`config.mk`:
```
export PLATFORM = sky130hd
export DESIGN_NAME = utf8_decoder_with_cjk_class
export DESIGN_NICKNAME = d
export VERILOG_FILES = /design/src/utf8d_pkg.sv /design/src/utf8d_decode.sv /design/src/utf8d_outq.sv /design/src/utf8_decoder_with_cjk_class.sv
export SDC_FILE = /design/constraint.sdc
export NUM_CORES = 1
export LEC_CHECK = 0
export ABC_CLOCK_PERIOD_IN_PS = 3200
export BUFFER_PORTS_ARGS = -buffer_cell sky130_fd_sc_hd__buf_2
export CORE_ASPECT_RATIO = 0.6
export CORE_MARGIN = 5
export CORE_UTILIZATION = 61
export CTS_BUF_LIST = sky130_fd_sc_hd__clkbuf_16
export DETAILED_ROUTE_END_ITERATION = 8
export GPL_TIMING_DRIVEN = 1
export PLACE_DENSITY = 0.78
export SYNTH_ARGS = -nofsm -noshare
export SYNTH_HDL_FRONTEND = slang
export SYNTH_SLANG_ARGS = --single-unit
```
`constraint.sdc`:
```
create_clock -name clk -period 3.2 [get_ports clk]
set_input_delay 0.64 -clock clk [delete_from_list [all_inputs] [get_ports clk]]
set_output_delay 0.64 -clock clk [all_outputs]
set_load 0.03 [all_outputs]
```
`src/utf8d_pkg.sv`:
```
`timescale 1ns / 1ps
`default_nettype none
// ----------------------------------------------------------------------------
// utf8d_pkg
// Shared types, constants and helpers for the UTF-8 decoder.
// ----------------------------------------------------------------------------
package utf8d_pkg;

  localparam int CP_W    = 21;
  localparam int CLS_W   = 2;
  localparam int PEND_W  = 2;

  localparam logic [CP_W-1:0] CP_REPLACEMENT = 21'h00FFFD;

  // character class codes
  localparam logic [CLS_W-1:0] CLS_ASCII = 2'd0;
  localparam logic [CLS_W-1:0] CLS_CJK   = 2'd1;
  localparam logic [CLS_W-1:0] CLS_OTHER = 2'd2;

  typedef struct packed {
    logic [CP_W-1:0]  code_point;
    logic [CLS_W-1:0] char_class;
    logic             malformed;
    logic             last_of_run;
  } res_t;

  // decode outcome for one byte
  typedef struct packed {
    logic [1:0]        cnt;      // results made, 0..2
    res_t              r0;
    res_t              r1;
    logic [CP_W-1:0]   partial;
    logic [PEND_W-1:0] pending;
  } dec_t;

  function automatic logic [CLS_W-1:0] classify(input logic [CP_W-1:0] cp);
    logic [CLS_W-1:0] cls;
    cls = CLS_OTHER;
    if (cp <= 21'h00007F) begin
      cls = CLS_ASCII;
    end else if ((cp >= 21'h002E80 && cp <= 21'h009FFF) ||
                 (cp >= 21'h00F900 && cp <= 21'h00FAFF) ||
                 (cp >= 21'h00FE30 && cp <= 21'h00FE4F) ||
                 (cp >= 21'h00FF00 && cp <= 21'h00FFEF)) begin
      cls = CLS_CJK;
    end
    return cls;
  endfunction

  function automatic res_t make_res(input logic [CP_W-1:0] cp, input logic bad,
                                    input logic last);
    res_t r;
    r.code_point  = cp;
    r.char_class  = classify(cp);
    r.malformed   = bad;
    r.last_of_run = last;
    return r;
  endfunction

endpackage
`default_nettype wire

```
`src/utf8d_decode.sv`:
```
`timescale 1ns / 1ps
`default_nettype none
// ----------------------------------------------------------------------------
// utf8d_decode
// Combinational decode of one byte against the partial character state.
// ----------------------------------------------------------------------------
module utf8d_decode (
  input  logic [7:0]                      text_byte,
  input  logic [utf8d_pkg::CP_W-1:0]      partial,
  input  logic [utf8d_pkg::PEND_W-1:0]    pending,
  output utf8d_pkg::dec_t                 dec
);
  import utf8d_pkg::*;

  logic [CP_W-1:0]   lead_base;
  logic [CP_W-1:0]   lead_partial;
  logic [PEND_W-1:0] lead_pending;
  logic              lead_emit;
  logic              lead_bad;
  logic [CP_W-1:0]   lead_cp;
  logic [CP_W-1:0]   acc;

  // byte taken as a lead; a bad continuation drops the partial first
  always_comb begin
    lead_base    = (pending == '0) ? partial : '0;
    lead_partial = lead_base;
    lead_pending = '0;
    lead_emit    = 1'b1;
    lead_bad     = 1'b0;
    lead_cp      = {13'd0, text_byte};
    if (!text_byte[7]) begin
      lead_emit = 1'b1;
    end else if (text_byte[7:5] == 3'b110) begin
      lead_partial = {16'd0, text_byte[4:0]};
      lead_pending = 2'd1;
      lead_emit    = 1'b0;
    end else if (text_byte[7:4] == 4'b1110) begin
      lead_partial = {17'd0, text_byte[3:0]};
      lead_pending = 2'd2;
      lead_emit    = 1'b0;
    end else if (text_byte[7:3] == 5'b11110) begin
      lead_partial = {18'd0, text_byte[2:0]};
      lead_pending = 2'd3;
      lead_emit    = 1'b0;
    end else begin
      lead_cp  = CP_REPLACEMENT;
      lead_bad = 1'b1;
    end
  end

  assign acc = {partial[14:0], text_byte[5:0]};

  always_comb begin
    dec.cnt     = 2'd0;
    dec.r0      = '0;
    dec.r1      = '0;
    dec.partial = partial;
    dec.pending = pending;
    if (pending == '0) begin
      dec.partial = lead_partial;
      dec.pending = lead_pending;
      if (lead_emit) begin
        dec.cnt = 2'd1;
        dec.r0  = make_res(lead_cp, lead_bad, 1'b1);
      end
    end else if (text_byte[7:6] == 2'b10) begin
      dec.partial = acc;
      dec.pending = pending - 2'd1;
      if (pending == 2'd1) begin
        dec.cnt = 2'd1;
        dec.r0  = make_res(acc, 1'b0, 1'b1);
      end
    end else begin
      dec.partial = lead_partial;
      dec.pending = lead_pending;
      dec.r0      = make_res(CP_REPLACEMENT, 1'b1, !lead_emit);
      if (lead_emit) begin
        dec.cnt = 2'd2;
        dec.r1  = make_res(lead_cp, lead_bad, 1'b1);
      end else begin
        dec.cnt = 2'd1;
      end
    end
  end

endmodule
`default_nettype wire

```
`src/utf8d_outq.sv`:
```
`timescale 1ns / 1ps
`default_nettype none
// ----------------------------------------------------------------------------
// utf8d_outq
// Four-entry result queue: up to two pushes and one pop per cycle.
// ----------------------------------------------------------------------------
module utf8d_outq (
  input  logic                 clk,
  input  logic                 rst_n,
  input  logic [1:0]           push_cnt,
  input  utf8d_pkg::res_t      push_r0,
  input  utf8d_pkg::res_t      push_r1,
  input  logic                 pop,
  output utf8d_pkg::res_t      head,
  output logic                 not_empty,
  output logic                 room2
);
  import utf8d_pkg::*;

  res_t       q_r [4];
  logic [1:0] wr_ptr_r, wr_ptr_nxt;
  logic [1:0] rd_ptr_r, rd_ptr_nxt;
  logic [2:0] cnt_r, cnt_nxt;

  assign head      = q_r[rd_ptr_r];
  assign not_empty = (cnt_r != 3'd0);
  assign room2     = (cnt_r <= 3'd2);

  always_comb begin
    wr_ptr_nxt = wr_ptr_r + push_cnt;
    rd_ptr_nxt = rd_ptr_r + {1'b0, pop};
    cnt_nxt    = cnt_r + {1'b0, push_cnt} - {2'b00, pop};
  end

  always_ff @(posedge clk) begin
    if (!rst_n) begin
      wr_ptr_r <= '0;
      rd_ptr_r <= '0;
      cnt_r    <= '0;
    end else begin
      wr_ptr_r <= wr_ptr_nxt;
      rd_ptr_r <= rd_ptr_nxt;
      cnt_r    <= cnt_nxt;
    end
  end

  always_ff @(posedge clk) begin
    if (push_cnt != 2'd0) begin
      q_r[wr_ptr_r] <= push_r0;
    end
    if (push_cnt == 2'd2) begin
      q_r[wr_ptr_r + 2'd1] <= push_r1;
    end
  end

endmodule
`default_nettype wire

```
`src/utf8_decoder_with_cjk_class.sv`:
```
`timescale 1ns / 1ps
`default_nettype none
// ----------------------------------------------------------------------------
// utf8_decoder_with_cjk_class
// UTF-8 byte stream decoder; each result carries a code point and a class.
// ----------------------------------------------------------------------------
//  channel | direction | handshake          | payload
//  in      | input     | in_valid/in_ready   | in_text_byte[7:0]
//  out     | output    | out_valid/out_ready | out_code_point[20:0], out_char_class[1:0],
//          |           |                     | out_malformed, out_last_of_run
//
//  One byte per cycle while in_ready is high. A byte waits in the input
//  register, is decoded and lands in the result queue, whose head shows on
//  the outputs. A byte that gives two results costs two output slots,
//  so the queue's single pop port sets the rate for such bytes.
//  Synchronous active-low reset clears decode state, input and queue.
//  in_ready drops only while the input register holds a byte that the
//  queue (fewer than two free entries) cannot yet take.
// ----------------------------------------------------------------------------
module utf8_decoder_with_cjk_class (
  input  logic                           clk,
  input  logic                           rst_n,
  input  logic                           in_valid,
  output logic                           in_ready,
  input  logic [7:0]                     in_text_byte,
  output logic                           out_valid,
  input  logic                           out_ready,
  output logic [utf8d_pkg::CP_W-1:0]     out_code_point,
  output logic [utf8d_pkg::CLS_W-1:0]    out_char_class,
  output logic                           out_malformed,
  output logic                           out_last_of_run
);
  import utf8d_pkg::*;

  // input register
  logic [7:0]        byte_r;
  logic              full_r, full_nxt;

  // decode state: partial code point and continuation bytes still due
  logic [CP_W-1:0]   partial_r;
  logic [PEND_W-1:0] pending_r;

  dec_t              dec;
  res_t              head;
  logic              room2;
  logic              fire;
  logic              in_take;

  // decode only when the queue has room for the worst case of two results
  assign fire     = full_r & room2;
  assign in_ready = !full_r | fire;
  assign in_take  = in_valid & in_ready;

  always_comb begin
    full_nxt = full_r;
    if (in_take) begin
      full_nxt = 1'b1;
    end else if (fire) begin
      full_nxt = 1'b0;
    end
  end

  always_ff @(posedge clk) begin
    if (!rst_n) begin
      full_r    <= 1'b0;
      partial_r <= '0;
      pending_r <= '0;
    end else begin
      full_r <= full_nxt;
      if (fire) begin
        partial_r <= dec.partial;
        pending_r <= dec.pending;
      end
    end
  end

  always_ff @(posedge clk) begin
    if (in_take) begin
      byte_r <= in_text_byte;
    end
  end

  utf8d_decode u_decode (
    .text_byte (byte_r),
    .partial   (partial_r),
    .pending   (pending_r),
    .dec       (dec)
  );

  utf8d_outq u_outq (
    .clk       (clk),
    .rst_n     (rst_n),
    .push_cnt  (fire ? dec.cnt : 2'd0),
    .push_r0   (dec.r0),
    .push_r1   (dec.r1),
    .pop       (out_valid & out_ready),
    .head      (head),
    .not_empty (out_valid),
    .room2     (room2)
  );

  assign out_code_point  = head.code_point;
  assign out_char_class  = head.char_class;
  assign out_malformed   = head.malformed;
  assign out_last_of_run = head.last_of_run;

endmodule
`default_nettype wire

```
Word-level counts from Yosys, hierarchy flattened
Memory sizes are Yosys's and may differ from the RTL's. A register that Yosys moved wholly into a read port is not among the register bits.
Index checks and enable logic that the tools add are counted.

operators by class
  reductions and logical operators = 20
  shift-type cells = 0
  eq/ne operators = 6
  $mul = 0
  add/sub/neg operators = 6
  magnitude comparators = 19
  div/mod/pow operators = 0
  mux-type cells = 40
  bitwise gates (word level) = 4

operator list
  operator                                                              number
  less-or-equal comparator 21 x 16 -> 1 bit (second input constant)     8
  2-to-1 mux 21 bit                                                     8
  greater-or-equal comparator 21 x 16 -> 1 bit (second input constant)  6
  2-to-1 mux 25 bit                                                     3
  2-to-1 mux 27 bit                                                     2
  2-to-1 mux 26 bit                                                     2
  2-to-1 mux 23 bit                                                     2
  greater-or-equal comparator 21 x 14 -> 1 bit (second input constant)  2
  less-or-equal comparator 21 x 7 -> 1 bit (second input constant)      2
  2-to-1 mux 2 bit                                                      11
  2-to-1 mux 16 bit                                                     1
  2-to-1 mux 1 bit                                                      11
  logical AND 1 bit                                                     8
  logical OR 1 bit                                                      6
  == test 5 bit (second input constant)                                 1
  == test 2 bit (second input constant)                                 2
  == test 4 bit (second input constant)                                 1
  nonzero test 2 bit                                                    2
  adder 3 x 2 -> 3 bit                                                  1
  AND 1 bit                                                             3
  == test 3 bit (second input constant)                                 1
  less-or-equal comparator 3 x 2 -> 1 bit (second input constant)       1
  nonzero test 3 bit                                                    1
  subtractor 3 x 1 -> 3 bit                                             1
  8 further kinds                                                       9

word-level totals
  memories kept = 1
  bits in latches = 0
  bits in registers = 39
  output and inout port bits = 27
  bits of input ports = 12
  memory bits (read-only) = 0
  memory bits (writable) = 100
  word-level logic and storage cells = 103

memory list
  name        words  bits a word  read ports  clocked after Yosys merged registers in  wr ports  line              RTL
  u_outq.q_r  4      25           1           1                                        2         utf8d_outq.sv:20  res_t q_r [4];

Logic depth before layout (Yosys ltp)
Gate-level depths: netlist of run 1.

  depth after elaboration = 18
  depth in mapped cells = 14
  depth with buffers taken out = 14

By module
From an unflattened synthesis of run 1, not the netlist that was laid out.

unflattened totals
  cell total of the unflattened synthesis = 587
  area total of the unflattened synthesis = 7,643.6 um2

modules (own cells, without submodules)
  module                       cells each  seq. area each (um2)  instances  area an instance (um2)
  utf8d_outq                   286         3,143.0               1          5,276.3
  utf8_decoder_with_cjk_class  122         720.7                 1          1,300.0
  utf8d_decode                 179         0.0                   1          1,067.3

Worst setup path after synthesis of run 1
OpenSTA, ideal clock, no wires.

  path kind = reg2reg
  from = register pending_r[0]
  to = register u_outq.cnt_r[2]
  data arrival time = 2,671 ps
  period minus slack after synthesis = 2,786 ps
  data required time = 3,085 ps
  path buffers = 1
  library setup time = 115 ps
  stages on the path, launching flop included = 15
  setup slack = 414 ps
  path through = dfxtp_1 > inv_1 > ha_1 > buf_1 > a31oi_1 > a211oi_1 > inv_1 > ha_1 > inv_1 > ha_1 > inv_1 > fa_1 > xor2_1 > xnor2_1 > and2_1

on the way
  longest elaborated chain between the ends = 7
  elaborated cells between the ends (all ways) = 8
  classes of those cells = 2 x add/sub; 1 x eq/ne; 4 x mux; 1 x reduce/logical

RTL lines
  item                           line                               RTL
  start: declaration             utf8_decoder_with_cjk_class.sv:41  logic [PEND_W-1:0] pending_r;
  start signal: assignment       utf8_decoder_with_cjk_class.sv:72  pending_r <= dec.pending;
  == test 2 x 1 -> 1 bit         utf8d_decode.sv:69                 if (pending == 2'd1) begin
  2-to-1 mux 26 bit              utf8d_decode.sv:69
  2-to-1 mux 27 bit              utf8d_decode.sv:66                 end else if (text_byte[7:6] == 2'b10) begin
  2-to-1 mux 27 bit (*)          utf8d_decode.sv:59                 if (pending == '0) begin
  2-to-1 mux 2 bit (*)           utf8_decoder_with_cjk_class.sv:93  .push_cnt (fire ? dec.cnt : 2'd0),
  adder 3 x 2 -> 3 bit (*)       utf8d_outq.sv:32                   cnt_nxt = cnt_r + {1'b0, push_cnt} - {2'b00, pop};
  subtractor 3 x 1 -> 3 bit (*)  utf8d_outq.sv:32
  end signal: assignment         utf8d_outq.sv:43                   cnt_r <= cnt_nxt;
  end: declaration               utf8d_outq.sv:23                   logic [2:0] cnt_r, cnt_nxt;

Mark *: on every way between the ends. The rest lies on a longest branch, timed or not.
A chain may end at the register's enable or synchronous reset.

Worst setup path after layout of run 1
Same ends and word-level chain as after synthesis.

==> results of run 1 <==
-- registers in the layout (all words and copies together) (netlist names) --
name             cells
partial_r           15
u_outq.wr_ptr_r      2
u_outq.cnt_r         3
full_r               1
u_outq.q_r         100
u_outq.rd_ptr_r      2
pending_r            2
byte_r               8
-- per-stage QoR --
step           power, mW  setup slack [ns]
2_1_floorplan       3.07             0.414
3_3_place_gp        3.43             0.490
6_report            5.52             0.379
5_1_grt             5.73             0.226
3_5_place_dp        3.47             0.406
4_1_cts             5.52             0.401
-- layout by cell type (no fill, tap or decap), drive strengths merged, types with 4 or more instances in the layout --
cell	n
a22oi	14
a21o	6
nand2	38
dfxtp	45
o22ai	28
xor2	4
or4	5
o2bb2ai	5
and2	11
and3	5
edfxtp	88
nor3	10
buf	67
nor2	15
or3	4
nand4	7
o21ai	56
nand2b	4
o21bai	4
mux4	25
a211oi	8
nand3	27
ha	7
nor2b	20
inv	21
a21oi	31
clkbuf	17
-- metal layers --
metal / vias up / global-route usage, %
li1: 2254 / -
met1: 2503 / 42.1
met2: 398 / 43.3
met3: 54 / 8.57
met4: 0 / 10.8
met5: - / 0
-- cells by family (layout without fill, tap and decap cells) --
kind of cell	after synthesis	count (layout)	share of synthesized area [%]
compound gates	172	172	16.7
xor+xnor	6	6	0.816
fa+ha+maj	8	8	1.67
buf+inv	59	113	3.96
flops	133	133	55.0
mux	25	25	8.74
simple gates	159	159	13.1
-- how the worst max path moves through the flow --
stage	cells past startpoint	startpoint	to	slack [ns]
2_1_floorplan	14	pending_r[0]	u_outq.cnt_r[2]	0.41
3_3_place_gp	14	pending_r[0]	u_outq.cnt_r[2]	0.49
3_5_place_dp	14	pending_r[0]	u_outq.cnt_r[2]	0.41
4_1_cts	14	pending_r[0]	u_outq.cnt_r[2]	0.40
5_1_grt	14	pending_r[0]	u_outq.cnt_r[2]	0.23
6_report	14	pending_r[0]	u_outq.cnt_r[2]	0.38
-- power breakdown --
part	leakage, nW	switching, mW	internal, mW
clock network	0.297	0.818	1.25
logic	1.16	0.886	0.512
registers	1.16	0.0916	1.96
-- layout make-up --
type / instances / area (µm²) / share of cell area (%)
clock buffers: 17 / 425 / 5.72
clock inverters: 15 / 193 / 2.59
inverters: 14 / 52.6 / 0.706
multi-input cells: 370 / 2640 / 35.5
flip-flops and latches: 133 / 3540 / 47.6
well taps: 139 / 174 / 2.34
repair buffers: 67 / 408 / 5.48
-- worst reg2reg max path: stages, from the launching register on --
cell,delay (ns)
dfxtp_1,0.33
inv_1,0.08
ha_1,0.17
buf_4,0.25
a31oi_1,0.10
a211oi_1,0.33
inv_1,0.13
ha_1,0.30
inv_1,0.05
ha_1,0.12
inv_1,0.05
fa_1,0.37
xor2_1,0.17
xnor2_1,0.12
and2_1,0.15
-- synthesized netlist by cell type (all sizes together), types with 2 or more instances --
cell type  count  share of area [%]
nand3         27                2.1
mux4          25                8.7
xor2           4               0.54
nand2b         4               0.39
a32oi          3               0.41
and2          11                1.1
and4           3               0.41
nand4          7               0.68
clkbuf        19                1.1
xnor2          2               0.27
nor2b         20                1.9
inv           14               0.82
a211oi         8               0.93
o2111ai        2               0.27
nor4           3               0.39
o31ai          3               0.51
edfxtp        88                 41
o21bai         4               0.47
a22oi         14                1.6
dfxtp         45                 14
a31o           2               0.27
nor3          10               0.78
ha             7                1.4
nand2         38                2.2
o22ai         28                2.7
o2bb2ai        5               0.68
nor2          15               0.87
and3           5               0.49
a21oi         31                2.5
buf           26                2.0
o21ai         56                4.4
or4            5               0.58
a31oi          2               0.19
or2            3               0.29
or3            4               0.39
a21o           6               0.70
==> flow_metrics.py, run 1 <==
metrics = {
    "worst_hold_path": {
        "min_path_cells": 1,
        "hold_end": "byte_r[5]",
        "hold_start": "in_text_byte[5]",
        "hold_path_class": "in2reg",
    },
    "detailed_routing": {
        "viasPerCell": 6.90,
        "dr.pass1.iters": 9,
        "totalWireLength_mm": 17.8,
        "highest_layer": "met4",
        "vias": 5209,
        "drcViolationCount": 0,
        "initialDrtViolationCount": 1165,
        "avgRoutedWirePerCell_um": 23.5,
        "wl_met3_mm": 2.32,
        "wl_met1_mm": 7.12,
        "postRouteAntennaNets": 0,
        "met2_wirelength_mm": 7.88,
    },
    "grt": {
        "grt_pass1_vias": 4940,
        "antenna_found_initial": 0,
        "grt_usage_pct": 29.4,
        "grt_pass1_wl_mm": 27.9,
        "overflow": 0,
        "grt_start_max_net_pins": 27,
    },
    "clock_network": {
        "cts.repair_timing.setup_buffer_count": 0,
        "holdBufCountCts": 0,
        "cts_tree": "yes",
        "clockRootBuffer": "clkbuf_16",
        "clock_latency_ns": 0.43,
        "cts_inserted_buffers": 17,
        "clkTransAtPathRegs_ns": 0.06,
        "clock_tree.buffer_depth": 2,
        "htreeDepth": 4,
        "cts_resized": 0,
        "clock-sinks": 133,
    },
    "timing": {
        "max_slew_margin_pct": 34.6,
        "fin_skew_ns": 0.0100,
        "holdWs_ns": 0.392,
        "clock.fmax_ghz": 0.355,
        "setup-tns-final_ns": 0,
        "rsz0062_at_grt": "false",
        "timing.final.hold_violations": 0,
        "slew_viol_final": 0,
        "worst_slew_pin_slew_ns": 0.973,
        "finalSetupViolCount": 0,
        "finalCritPeriodShare_pct": 88.2,
        "fin_crit_ns": 2.82,
    },
    "worst_setup_path": {
        "cp.buffers_inverters": 5,
        "cp_common_cell": "inv_1",
        "cp_top_family": "adder cells",
        "cp.required_ns": 3.52,
        "crit_path_cell_trace": "inv_1, ha_1, buf_4, a31oi_1, a211oi_1, inv_1, ha_1, inv_1, ha_1, inv_1, fa_1, xor2_1, xnor2_1, and2_1",
        "r2r_end": "u_outq.cnt_r[2]",
        "crit_path_start_kind": "flop",
        "cpPeakStageDelay_ns": 0.37,
        "worstSetupEndpointType": "flop",
        "arrival_ns": 3.14,
        "cpMaxStageDelayCell": "fa_1",
        "reg2regPathDepth": 14,
        "r2r_setup_slack_ns": 0.38,
        "crit_type": "reg2reg",
        "timing.rr.start": "pending_r[0]",
        "cp_max_fo": 22,
    },
    "synthesis": {
        "synth_flop_cell": "edfxtp_1",
        "synth_cells": 562,
        "synth_fp_nets": 582,
        "ys_async_sr_fraction_pct": 0,
        "synth_seq_cells": 133,
        "synth_cell_types": 57,
        "synth.yosys.seq_area_share_pct": 55.0,
        "synth-edff-count": 88,
        "syn-mean-instance-area_um2": 11.5,
        "synth_warnings": 0,
        "syn_area_um2": 6440,
    },
    "layout": {
        "finalNonFillerCells": 755,
        "syn_to_final_growth_pct": 15.5,
        "fin_nets": 623,
        "n_fill_cell": 704,
        "layout-drive-gt1-share_pct": 21.3,
        "postLayoutCellArea_um2": 7440,
        "n_antenna_cell": 0,
        "utilization_pct": 71.2,
    },
    "power": {
        "ir_worst_vdd_v": 0.000638,
        "power_leakage_nw": 2.61,
        "power_density_nw_per_um2": 742,
    },
    "placed_design": {
        "dp_hpwl_mm": 11.9,
        "dpl_cell_area_um2": 6820,
        "port_buffers": 38,
        "dp.cells": 723,
        "routabilityCongestion": 0.960,
    },
    "die": {
        "core-area_um2": 10500,
        "die-area_um2": 12800,
        "die_y_um": 89.6,
        "rows": 29,
        "die_w_um": 143,
        "ios": 39,
        "start_util_pct": 61.6,
    },
    "outcome": {
        "outcome": "finished, final reports clean",
    },
    "flow_run": {
        "maxCapViolCount": 0,
    },
}
Power figures use the tool's default switching activity.
==> inputs of run 2 (changes only) <==
ABC_CLOCK_PERIOD_IN_PS = unset   (was 3200)
clock period = 3.09 ns   (was 3.2 ns; I/O delays follow)
==> flow_metrics.py, run 2 (synthesized netlist as in run 1, its figures left out) <==
metrics = {
    "outcome": {
        "outcome": "finished, final reports clean",
    },
    "timing": {
        "holdWs_ns": 0.382,
        "max_slew_margin_pct": 39.5,
        "fin_crit_ns": 2.77,
        "worst_slew_pin_slew_ns": 0.901,
        "rsz0062_at_grt": "false",
        "finalCritPeriodShare_pct": 89.6,
        "slew_viol_final": 0,
        "finalSetupViolCount": 0,
        "setup-tns-final_ns": 0,
        "fin_skew_ns": 0.00819,
        "timing.final.hold_violations": 0,
        "clock.fmax_ghz": 0.361,
    },
    "clock_network": {
        "clockRootBuffer": "clkbuf_16",
        "cts_tree": "yes",
        "clock_tree.buffer_depth": 2,
        "cts_resized": 0,
        "clock_latency_ns": 0.41,
        "cts_inserted_buffers": 17,
        "holdBufCountCts": 0,
        "cts.repair_timing.setup_buffer_count": 0,
        "htreeDepth": 4,
        "clkTransAtPathRegs_ns": 0.06,
        "clock-sinks": 133,
    },
    "die": {
        "rows": 29,
        "die_w_um": 143,
        "die_y_um": 89.6,
        "core-area_um2": 10500,
        "die-area_um2": 12800,
        "start_util_pct": 61.6,
        "ios": 39,
    },
    "power": {
        "power_density_nw_per_um2": 759,
        "finalPower_mw": 5.69,
        "ir_worst_vdd_v": 0.000617,
        "power_leakage_nw": 2.65,
    },
    "layout": {
        "final_common_cell": "edfxtp_1",
        "largest_registers": "u_outq.q_r: 100 flops, partial_r: 15 flops, byte_r: 8 flops",
        "syn_to_final_growth_pct": 16.4,
        "layout-drive-gt1-share_pct": 21.7,
        "fin_nets": 629,
        "final_cell_mix": "edfxtp_1, o21ai_0, dfxtp_1",
        "n_antenna_cell": 0,
        "largest_register_ffs": 100,
        "max_flop_register": "u_outq.q_r",
        "postLayoutCellArea_um2": 7500,
    },
    "detailed_routing": {
        "initialDrtViolationCount": 685,
        "drcViolationCount": 0,
        "avgRoutedWirePerCell_um": 23.4,
        "dr.pass1.iters": 5,
        "postRouteAntennaNets": 0,
        "vias": 5220,
        "totalWireLength_mm": 17.8,
        "viasPerCell": 6.87,
    },
    "worst_setup_path": {
        "crit_path_start_kind": "flop",
        "r2r_setup_slack_ns": 0.32,
        "cp.required_ns": 3.39,
        "arrival_ns": 3.07,
        "crit_type": "reg2reg",
        "worstSetupEndpointType": "flop",
        "cp_max_fo": 12,
        "reg2regPathDepth": 12,
    },
    "worst_hold_path": {
        "min_path_cells": 1,
        "hold_path_class": "in2reg",
    },
    "grt": {
        "grt_start_max_net_pins": 27,
        "antenna_found_initial": 0,
        "grt_pass1_vias": 4987,
        "grt_pass1_wl_mm": 27.6,
        "grt_usage_pct": 28.9,
        "overflow": 0,
    },
    "placed_design": {
        "dp_hpwl_mm": 12.1,
        "routabilityCongestion": 0.985,
        "dpl_cell_area_um2": 6890,
        "port_buffers": 38,
    },
    "flow_run": {
        "maxCapViolCount": 0,
    },
}
-- run 2: changes by cell type in the layout (fill, tap and decap cells not counted) --
cell       delta
inv_6         -4
clkinv_2      +3
buf_4         +4
clkinv_1      +1
inv_8         -2
bufinv_16     +1
buf_12        +2
-- run 2: area by class of cell --
cell class / instances / area [µm²]
Sequential cell: 133 / 3540
Fill cell: 726 / 2950
Multi-Input combinational cell: 370 / 2640
Timing Repair Buffer: 73 / 478
Clock buffer: 17 / 425
Clock inverter: 14 / 184
Tap cell: 139 / 174
Inverter: 14 / 52.6
-- run 2: worst paths after layout --
kind                                         from           endpoint
worst max-delay path                    byte_r[6]    u_outq.cnt_r[2]
worst min-delay path              in_text_byte[0]          byte_r[0]
worst max register to register          byte_r[6]    u_outq.cnt_r[2]
worst min register to register  u_outq.q_r[1][20]  u_outq.q_r[1][20]
-- run 2: worst max-delay path, cell delays in order (launching register included) --
cell and delay (ns):
edfxtp_1 0.55, and2b_1 0.29, nand2_1 0.06, a211oi_1 0.31
inv_1 0.11, ha_1 0.30, inv_1 0.06, ha_1 0.13
inv_1 0.04, fa_1 0.38, xor2_1 0.17, xnor2_1 0.13
and2_1 0.15
-- run 2: where the power goes --
part	leakage (nW)	switching (mW)	internal, mW
Clock	0.294	0.751	1.34
Combinational	1.20	0.942	0.546
Sequential	1.16	0.0821	2.03
-- run 2: per-stage QoR --
stage,util (%),setup WS [ns],instances
after floorplan,-,0.304,562
after global routing,71.8,0.160,760
after detailed placement,65.9,0.344,729
after CTS,71.8,0.330,760
final,71.8,0.322,760
after global placement,65.9,0.436,729
-- run 2: routing by layer --
layer	global-route usage [%]	part of all wire, %	wire length (µm)
met5	0	0	0
met4	13.3	2.6	467
met2	44.3	46	8210
met1	39.7	39	7020
met3	7.04	12	2080
==> inputs of run 3 (changes only) <==
ABC_AREA = 1   (was unset)
SLEW_MARGIN = 20   (was unset)
==> flow_metrics.py, run 3 <==
metrics = {
    "placed_design": {
        "routabilityCongestion": 0.893,
        "dp_hpwl_mm": 12.1,
        "port_buffers": 38,
    },
    "layout": {
        "final_common_cell": "nand2_1",
        "syn_to_final_growth_pct": 12.7,
        "fin_nets": 808,
        "n_antenna_cell": 0,
        "utilization_pct": 70.1,
        "n_fill_cell": 838,
        "max_flop_register": "u_outq.q_r",
        "final_cell_mix": "nand2_1, nor2_1, edfxtp_1",
        "layout-drive-gt1-share_pct": 13.7,
        "multi_input_area_um2": 2540,
        "register_area_um2": 3540,
        "largest_register_ffs": 100,
        "largest_registers": "u_outq.q_r: 100 flops, partial_r: 15 flops, byte_r: 8 flops",
    },
    "die": {
        "ios": 39,
        "rows": 29,
        "die_w_um": 144,
        "die-area_um2": 13000,
        "core-area_um2": 10600,
        "start_util_pct": 62.2,
        "die_y_um": 90.4,
    },
    "timing": {
        "setup-tns-final_ns": 0,
        "fin_skew_ns": 0.0115,
        "finalSetupViolCount": 0,
        "worst_slew_pin_slew_ns": 0.850,
        "clock.fmax_ghz": 0.365,
        "slew_viol_final": 0,
        "fin_crit_ns": 2.74,
        "finalCritPeriodShare_pct": 88.6,
        "timing.final.hold_violations": 0,
        "rsz0062_at_grt": "false",
        "max_slew_margin_pct": 43.4,
    },
    "synthesis": {
        "ys_top_cells_by_area": "edfxtp_1, dfxtp_1, nand2_1",
        "synth_fp_nets": 777,
        "syn_area_um2": 6570,
        "synth_warnings": 0,
        "synth_seq_cells": 133,
        "synth.most_common_cell": "nand2_1",
        "syn-mean-instance-area_um2": 8.68,
        "synth_top_area_share_pct": 40.2,
        "synth-edff-count": 88,
        "ys_top_cells_by_count": "nand2_1, nor2_1, edfxtp_1",
        "synth_top_cell_by_area": "edfxtp_1",
        "ys_async_sr_fraction_pct": 0,
        "synth_cells": 757,
        "synth_cell_types": 36,
        "synth_flop_cell": "edfxtp_1",
        "synth.yosys.seq_area_share_pct": 53.9,
    },
    "detailed_routing": {
        "vias": 5767,
        "dr.pass1.iters": 6,
        "totalWireLength_mm": 17.7,
        "drcViolationCount": 0,
        "postRouteAntennaNets": 0,
        "viasPerCell": 6.14,
        "initialDrtViolationCount": 921,
        "avgRoutedWirePerCell_um": 18.8,
    },
    "clock_network": {
        "clockRootBuffer": "clkbuf_16",
        "cts_inserted_buffers": 17,
        "clock_tree.buffer_depth": 2,
        "cts_resized": 0,
        "htreeDepth": 4,
        "holdBufCountCts": 0,
        "clkTransAtPathRegs_ns": 0.06,
        "cts.repair_timing.setup_buffer_count": 0,
        "cts_tree": "yes",
        "clock_latency_ns": 0.41,
        "clock-sinks": 133,
    },
    "worst_setup_path": {
        "cp.buffers_inverters": 2,
        "reg2regPathDepth": 10,
        "worstSetupEndpointType": "output port",
        "cp_top_family": "buffers and inverters",
        "worstSetupPathDepth": 4,
        "cp.required_ns": 2.47,
        "crit_path_cell_trace": "inv_1, o21ai_0, o22ai_1, buf_2",
        "crit_path_start_kind": "flop",
        "arrival_ns": 2.12,
        "cp_max_fo": 26,
        "timing.rr.start": "pending_r[0]",
        "cpPeakStageDelay_ns": 0.58,
        "r2r_setup_slack_ns": 0.43,
        "r2r_end": "u_outq.q_r[2][0]",
        "crit_start": "u_outq.rd_ptr_r[1]",
        "crit_type": "reg2out",
        "cpMaxStageDelayCell": "inv_1",
    },
    "grt": {
        "grt_usage_pct": 27.8,
        "grt_pass1_wl_mm": 28.1,
        "grt_pass1_vias": 5423,
        "overflow": 0,
        "antenna_found_initial": 0,
        "grt_start_max_net_pins": 52,
    },
    "power": {
        "switching_power_mw": 2.17,
        "pwr-share-seq_pct": 36.1,
        "power_density_nw_per_um2": 809,
        "power_leakage_nw": 2.94,
        "clkPwrFrac_pct": 33.6,
        "p_comb_share_pct": 30.3,
        "p_sw_share_pct": 36.3,
        "ir_worst_vdd_v": 0.000773,
        "internal-power_mw": 3.82,
    },
    "worst_hold_path": {
        "hold_end": "byte_r[3]",
        "hold_start": "in_text_byte[3]",
        "min_path_cells": 1,
        "hold_path_class": "in2reg",
    },
    "outcome": {
        "outcome": "finished, final reports clean",
    },
    "flow_run": {
        "maxCapViolCount": 0,
    },
}
## run 3: cell count changes in the layout (fill, tap and decap cells not counted), moves of 11 or more
cell	previous run	this run
nand2_1	38	127
buf_4	33	15
and2_1	11	0
o21ai_0	54	74
inv_1	14	61
nor2_1	15	109
nor2b_1	20	0
a22oi_1	14	0
o21ai_1	2	50
o22ai_1	28	53
mux4_2	25	0
## run 3: area by class of cell
class / count / share of cell area, %
clock buffer: 17 / 5.74
sequential: 133 / 47.8
inverter: 69 / 3.50
timing repair buffer: 53 / 4.09
multi-input combinational: 514 / 34.2
tap: 139 / 2.35
clock inverter: 15 / 2.23
## run 3: kinds of logic after synthesis
| group | after synthesis | synth area share (%) |
|---|---|---|
| simple gates | 285 | 18.5 |
| fa+ha+maj | 8 | 1.64 |
| compound gates | 217 | 18.0 |
| flops | 133 | 53.9 |
| xor+xnor | 4 | 0.533 |
| buf+inv | 110 | 7.48 |
## run 3: worst max path at each step
stage / end / slack, ns
2_1_floorplan: u_outq.q_r[3][0] / 0.59
3_3_place_gp: u_outq.cnt_r[2] / 0.54
3_5_place_dp: u_outq.cnt_r[2] / 0.48
4_1_cts: out_code_point[15] / 0.37
5_1_grt: out_code_point[15] / 0.20
6_report: out_code_point[15] / 0.35
## run 3: through the flow
step	cell area, µm²	setup WS, ns	hold WS (ns)	power [mW]	instances
detailed placement	6820	0.480	0.461	3.98	908
floorplan	6570	0.591	0.441	3.49	757
global route	7410	0.196	0.368	6.26	940
finish	7410	0.353	0.384	5.99	940
CTS	7410	0.367	0.370	5.99	940
global placement	6820	0.537	0.453	3.94	908
## run 3: per-layer routing
metal	global-route usage, %	wire length, µm	vias to the layer above
met5	0	0	-
met4	9.01	364	0
met3	7.62	1990	48
met2	39.9	7630	347
met1	40.7	7730	2717
li1	-	-	2655
## run 3: power by group through the flow
stage	Clock [mW]	Combinational, mW	Sequential (mW)
final	2.01	1.81	2.16
after global routing	2.11	1.98	2.17
after floorplan	0	1.33	2.17
after detailed placement	0	1.79	2.19
after global placement	0	1.76	2.18
after CTS	2.03	1.81	2.15
